<file path="config.mk">
export PLATFORM = sky130hd
export DESIGN_NAME = key_matrix_debouncer_core
export DESIGN_NICKNAME = d
export VERILOG_FILES = /design/src/kmd_pkg.sv /design/src/key_matrix_debouncer_core.sv /design/src/kmd_lane.sv /design/src/kmd_merge.sv
export SDC_FILE = /design/constraint.sdc
export NUM_CORES = 2
export LEC_CHECK = 0
export BUFFER_PORTS_ARGS = -buffer_cell sky130_fd_sc_hd__clkbuf_2
export CORE_MARGIN = 2
export CORE_UTILIZATION = 50
export DETAILED_ROUTE_END_ITERATION = 7
export MAX_ROUTING_LAYER = met4
export PLACE_DENSITY = 0.65
export SYNTH_ARGS = -nofsm -noshare
export SYNTH_HDL_FRONTEND = slang
export SYNTH_SLANG_ARGS = --single-unit
</file>
<file path="constraint.sdc">
create_clock -name clk -period 17 [get_ports clk]
set_input_delay 3.4 -clock clk [delete_from_list [all_inputs] [get_ports clk]]
set_output_delay 3.4 -clock clk [all_outputs]
set_load 0.05 [all_outputs]
</file>
<file path="src/kmd_pkg.sv">
`timescale 1ns / 1ps

package kmd_pkg;

  localparam int ROWS = 8;
  localparam int COLS = 8;
  localparam int SCAN_ROWS = (ROWS < 8) ? ROWS : 8;
  localparam int COL_AW = (COLS > 1) ? $clog2(COLS) : 1;
  localparam logic [15:0] DEBOUNCE_RST = 16'd5000;

  typedef struct packed {
    logic [2:0]  column;
    logic [7:0]  row_levels;
    logic [31:0] time_us;
  } in_t;

  typedef struct packed {
    logic [2:0] key_row;
    logic [2:0] key_column;
    logic       key_level;
    logic       last_event;
  } out_t;

  typedef struct packed {
    logic [SCAN_ROWS-1:0] hit;
    logic [SCAN_ROWS-1:0] lvl;
    logic [2:0]           col;
  } scan_t;

endpackage

</file>
<file path="src/key_matrix_debouncer_core.sv">
`timescale 1ns / 1ps
// the first event of an item is offered in the cycle after the item is accepted
// throughput: one item per cycle while each item gives at most one event and the output is not stalled
// an item giving several events offers them one at a time on the single event port; the next item waits for its last
// rows are checked in parallel lanes, one per row, all in the accepting cycle
// reset clears key state at once (debounce_us back to 5000), no clearing pass

module key_matrix_debouncer_core
  import kmd_pkg::*;
(
  input  logic        clk,
  input  logic        rst_n,
  input  logic        in_valid,
  output logic        in_ready,
  input  in_t         in_data,
  output logic        out_valid,
  input  logic        out_ready,
  output out_t        out_data,
  input  logic        cfg_valid,
  output logic        cfg_ready,
  input  logic [15:0] cfg_debounce_us
);

  logic [15:0]          debounce_r;
  logic [15:0]          debounce_nxt;
  logic                 in_acc;
  logic                 col_ok;
  logic                 lane_acc;
  logic [COL_AW-1:0]    col_idx;
  logic [SCAN_ROWS-1:0] lane_hit;
  scan_t                scan;

  assign cfg_ready    = 1'b1;
  assign debounce_nxt = (cfg_valid && cfg_ready) ? cfg_debounce_us : debounce_r;

  always_ff @(posedge clk) begin
    if (!rst_n) begin
      debounce_r <= DEBOUNCE_RST;
    end else begin
      debounce_r <= debounce_nxt;
    end
  end

  assign in_acc   = in_valid && in_ready;
  assign col_ok   = {29'd0, in_data.column} < 32'(COLS);
  assign lane_acc = in_acc && col_ok;
  assign col_idx  = COL_AW'(in_data.column);

  for (genvar g = 0; g < SCAN_ROWS; g++) begin : g_lane
    kmd_lane u_lane (
      .clk      (clk),
      .rst_n    (rst_n),
      .accept   (lane_acc),
      .col_idx  (col_idx),
      .level    (in_data.row_levels[g]),
      .now      (in_data.time_us),
      .debounce (debounce_r),
      .hit      (lane_hit[g])
    );
  end

  assign scan.hit = col_ok ? lane_hit : '0;
  assign scan.lvl = in_data.row_levels[SCAN_ROWS-1:0];
  assign scan.col = in_data.column;

  kmd_merge u_merge (
    .clk       (clk),
    .rst_n     (rst_n),
    .load      (in_acc),
    .scan      (scan),
    .can_load  (in_ready),
    .out_valid (out_valid),
    .out_ready (out_ready),
    .out_data  (out_data)
  );

endmodule

</file>
<file path="src/kmd_lane.sv">
`timescale 1ns / 1ps

module kmd_lane
  import kmd_pkg::*;
(
  input  logic              clk,
  input  logic              rst_n,
  input  logic              accept,
  input  logic [COL_AW-1:0] col_idx,
  input  logic              level,
  input  logic [31:0]       now,
  input  logic [15:0]       debounce,
  output logic              hit
);

  logic [COLS-1:0] raw_r;
  logic [COLS-1:0] raw_nxt;
  logic [COLS-1:0] stable_r;
  logic [COLS-1:0] stable_nxt;
  logic [COLS-1:0] ct_vld_r;
  logic [COLS-1:0] ct_vld_nxt;
  logic [31:0]     ct_r [COLS];
  logic [31:0]     ct_cur;
  logic [31:0]     elapsed;
  logic            changed;

  assign ct_cur  = ct_vld_r[col_idx] ? ct_r[col_idx] : 32'd0;
  assign elapsed = now - ct_cur;
  assign changed = raw_r[col_idx] != level;
  assign hit     = !changed && (elapsed > {16'd0, debounce}) && (stable_r[col_idx] != level);

  always_comb begin
    raw_nxt    = raw_r;
    stable_nxt = stable_r;
    ct_vld_nxt = ct_vld_r;
    if (accept) begin
      raw_nxt[col_idx] = level;
      if (changed) begin
        ct_vld_nxt[col_idx] = 1'b1;
      end
      if (hit) begin
        stable_nxt[col_idx] = level;
      end
    end
  end

  always_ff @(posedge clk) begin
    if (!rst_n) begin
      raw_r    <= '0;
      stable_r <= '0;
      ct_vld_r <= '0;
    end else begin
      raw_r    <= raw_nxt;
      stable_r <= stable_nxt;
      ct_vld_r <= ct_vld_nxt;
    end
  end

  always_ff @(posedge clk) begin
    if (accept && changed) begin
      ct_r[col_idx] <= now;
    end
  end

endmodule

</file>
<file path="src/kmd_merge.sv">
`timescale 1ns / 1ps

module kmd_merge
  import kmd_pkg::*;
(
  input  logic  clk,
  input  logic  rst_n,
  input  logic  load,
  input  scan_t scan,
  output logic  can_load,
  output logic  out_valid,
  input  logic  out_ready,
  output out_t  out_data
);

  scan_t                pend_r;
  scan_t                pend_nxt;
  logic [SCAN_ROWS-1:0] low_bit;
  logic [2:0]           row_sel;
  logic                 lvl_sel;
  logic                 last;

  // lowest pending row
  always_comb begin
    row_sel = 3'd0;
    lvl_sel = 1'b0;
    for (int i = SCAN_ROWS - 1; i >= 0; i--) begin
      if (pend_r.hit[i]) begin
        row_sel = 3'(i);
        lvl_sel = pend_r.lvl[i];
      end
    end
  end

  assign low_bit   = pend_r.hit & (~pend_r.hit + SCAN_ROWS'(1));
  assign last      = (pend_r.hit & (pend_r.hit - SCAN_ROWS'(1))) == '0;
  assign out_valid = |pend_r.hit;
  assign can_load  = !out_valid || (out_ready && last);

  assign out_data.key_row    = row_sel;
  assign out_data.key_column = pend_r.col;
  assign out_data.key_level  = lvl_sel;
  assign out_data.last_event = last;

  always_comb begin
    pend_nxt = pend_r;
    if (out_valid && out_ready) begin
      pend_nxt.hit = pend_r.hit & ~low_bit;
    end
    if (load) begin
      pend_nxt = scan;
    end
  end

  always_ff @(posedge clk) begin
    if (!rst_n) begin
      pend_r.hit <= '0;
    end else begin
      pend_r.hit <= pend_nxt.hit;
    end
    pend_r.lvl <= pend_nxt.lvl;
    pend_r.col <= pend_nxt.col;
  end

endmodule

</file>
==> metrics.csv <==
stage,metric,value,unit
floorplan,core,199000,sq um
placement,dp_hpwl,182,mm
sta,tightestPinTransition,1.25,ns
sta,rsz0062_at_grt,no,
floorplan,start_util,50.3,%
min_path,hold_path.startpoint,g_lane[2].u_lane.raw_r[3]$_SDFFE_PN0P_,
synthesis,synth_seq_cells,2275,
sta,final.period_utilization,65.0,%
grt,grt_pass1_wl,457,mm
sta,clock-skew-final,0.0626,ns
clocking,cts_setup_buffers,0,
drt,vias,68600,
synthesis,yosys-top-cells-count,"edfxtp_1, a22oi_1, a21oi_1",
placement,portBuffers,73,
sta,tns,0,ns
critical_path,required,17.80,ns
clocking,clock_latency,0.89,ns
sta,setup_violations,0,
pwr,switching_power,2.99,mW
floorplan,io_pins,75,
drt,viasPerCell,6.72,
clocking,cts_resized,0,
clocking,cts_buffers,227,
critical_path,startpoint_type,input pin,
drt,wl_per_cell,31.0,um
synthesis,avgSynthCellArea,13.8,sq um
placement,gp_congestion,0.938,
clocking,holdBufCountCts,0,
clocking,root_buffer,clkbuf_16,
floorplan,die-area,204000,sq um
grt,antenna_found_initial,23,
clocking,clkTransAtPathRegs,0.06,ns
synthesis,yosysSeqAreaShare,66.0,%
final_layout,area_growth,11.8,%
synthesis,async_flop_share,0,%
synthesis,synth-edff-count,2059,
final_layout,fillers,15900,
grt,grt.total_usage,31.4,%
clocking,cts_tree,done,
drt,wirelength,317,mm
pwr,peakVddDrop,0.115,mV
critical_path,cp.arrival,11.84,ns
clocking,ctsLongestPathBuffers,3,
final_layout,regArea,66200,sq um
pwr,swShare,24.3,%
synthesis,synth_area,100000,sq um
critical_path,cp.buffers_inverters,4,
grt,grt_overflow,0,
job,maxCapViolCount,0,
sta,hold_viol,0,
pwr,p_int,9.31,mW
critical_path,crit_path_top_delay_cell,and3_4,
min_path,hold_path.class,reg2reg,
status,status,"complete, no violations",
synthesis,netlist.area_leader.share,61.7,%
synthesis,syn_nets,7732,
drt,drt-initial-drc-count,9321,
final_layout,utilization,56.2,%
floorplan,row_count,164,
pwr,clock_power_share,40.3,%
pwr,seq_power_share,50.4,%
placement,place_area,105000,sq um
final_layout,drive_above_1_share,10.2,%
drt,drc,0,
synthesis,syn-instance-count,7268,
grt,grt_max_degree,115,
critical_path,worst_path_dominant_cell_family,compound AO/OA/AOI/OAI gates,
synthesis,synth_flop_cell,edfxtp_1,
sta,fmax,90.5,MHz
pwr,comb_power_share,9.3,%
critical_path,critPathCaptureType,flop,
final_layout,fin_nets,7807,
critical_path,rr_startpoint,g_lane[0].u_lane.ct_vld_r[7]$_SDFFE_PN0P_,
synthesis,synth_top_area_cell,edfxtp_1,
final_layout,multi_input_area,32600,sq um
critical_path,criticalPathCategory,in2reg,
sta,slew_violations,0,
pwr,pwr_density_cell,110,nW/um^2
synthesis,yosysUniqueCellTypes,102,
critical_path,cp-startpoint,in_data[40],
pwr,p_leak,35.9,nW
sta,slew-limit-headroom,16.3,%
floorplan,die_x,452,um
synthesis,synthTopCellsByArea,"edfxtp_1, a22oi_1, ha_1",
critical_path,crit_fanout,56,
floorplan,fp.dieH,452,um
synthesis,yosysMostFrequentCell,edfxtp_1,
critical_path,cp_slowest_stage_delay,0.87,ns
clocking,clkSinkCount,2275,
clocking,cts-htree-levels,4,
sta,period_minus_slack,11.05,ns
synthesis,ys_warn_count,0,
drt,drtAntennaViolNets,0,
final_layout,final_area,112000,sq um
drt,first_pass_iters,6,
grt,grt_pass1_vias,66300,
-- state kept, by name, summed over array words and instances (netlist names) --
signal / flops
debounce_r: 16
g_lane.u_lane.ct_r: 2048
g_lane.u_lane.ct_vld_r: 64
g_lane.u_lane.raw_r: 64
g_lane.u_lane.stable_r: 64
u_merge.out_data: 3
u_merge.pend_r: 16
-- placed cells by master (no fill, tap or decap), types with 27 or more instances in the layout --
master and n:
a211oi_1 31, a21o_1 138, a21oi_1 404, a22oi_1 1057, a31oi_1 44, a41o_1 244, and3_1 40, buf_4 223
clkbuf_1 48, clkbuf_16 233, clkbuf_2 42, clkinv_1 51, clkinv_2 39, dfxtp_1 216, edfxtp_1 2059, ha_1 392
inv_1 112, mux2i_1 72, nand2_1 325, nand2b_1 55, nand3_1 153, nand4_1 126, nor2_1 333, nor2_4 65
nor2b_1 39, nor3_1 52, o211ai_1 35, o21a_1 44, o21ai_0 167, o31ai_1 27, xnor2_1 100, xor2_1 54
-- routing by layer --
metal | wire, um | vias up | track usage (%)
met5 | 0 | - | -
met4 | 10900 | 0 | 9.90
met3 | 33600 | 531 | 5.44
met2 | 145000 | 3686 | 48.1
met1 | 127000 | 34800 | 42.9
li1 | - | 29600 | -
-- stage by stage --
stage,hold WS (ns),worst slack [ns],std cells,power (mW)
after detailed placement,0.446,5.21,9770,7.43
after floorplan,0.433,7.08,7268,6.98
after CTS,0.454,6.13,10200,12.3
final,0.457,5.95,10200,12.3
after global placement,0.441,5.37,9770,7.42
after global routing,0.471,5.49,10200,12.6
-- worst register-to-register path, stage by stage (launching register included) --
cell and delay (ns):
dfxtp_1 0.31, mux4_2 0.52, mux2i_4 0.15, buf_4 0.47, a31oi_1 0.16, ha_1 0.26
nor2b_1 0.18, o2111ai_1 0.19, a211oi_1 0.37, o21ai_0 0.23, a21oi_1 0.42, a21boi_0 0.20
xnor2_1 0.16, ha_1 0.29, and4_1 0.21, nand3_1 0.10, a21oi_1 0.05, a2111oi_0 0.47
o211ai_1 0.13, or4_1 0.52, a2111o_1 0.37, nor4_2 0.29, nand4_2 0.42, o21ai_1 0.35
mux2i_1 0.21
-- final timing paths --
kind,cells after the start,slack (ns),endpoint
setup / recovery,27,5.95,g_lane[0].u_lane.stable_r[0]$_SDFFE_PN0P_
setup reg to reg,24,9.89,g_lane[0].u_lane.stable_r[0]$_SDFFE_PN0P_
hold / removal,2,0.46,g_lane[2].u_lane.raw_r[3]$_SDFFE_PN0P_
hold reg to reg,2,0.46,g_lane[2].u_lane.raw_r[3]$_SDFFE_PN0P_
-- power groups by stage --
stage | Clock [mW] | Combinational, mW | Sequential [mW]
5_1_grt | 5.22 | 1.23 | 6.20
3_3_place_gp | 0 | 1.10 | 6.31
2_1_floorplan | 0 | 0.663 | 6.31
6_report | 4.96 | 1.14 | 6.20
4_1_cts | 5.00 | 1.12 | 6.20
3_5_place_dp | 0 | 1.12 | 6.32
-- kinds of logic after synthesis --
kind of cell | share of synthesized area (%)
AOI/OAI and AO/OA | 17.7
DFF | 66.0
and+or+nand+nor | 6.44
buffers and inverters | 2.11
adders and majority gates | 5.06
xor gates and xnor gates | 1.45
muxes | 1.22
other | 0.00374
-- area by class of cell --
| class | count | share of cell area (%) |
|---|---|---|
| multi-input cells | 4444 | 29.1 |
| well taps | 2656 | 2.97 |
| clock buffers | 285 | 5.41 |
| flip-flops and latches | 2275 | 59.0 |
| clock inverters | 143 | 1.15 |
| diodes | 8 | 0.0179 |
| inverters | 114 | 0.388 |
| repair buffers | 281 | 1.89 |
Note: power is estimated with default switching activity, not from simulation.
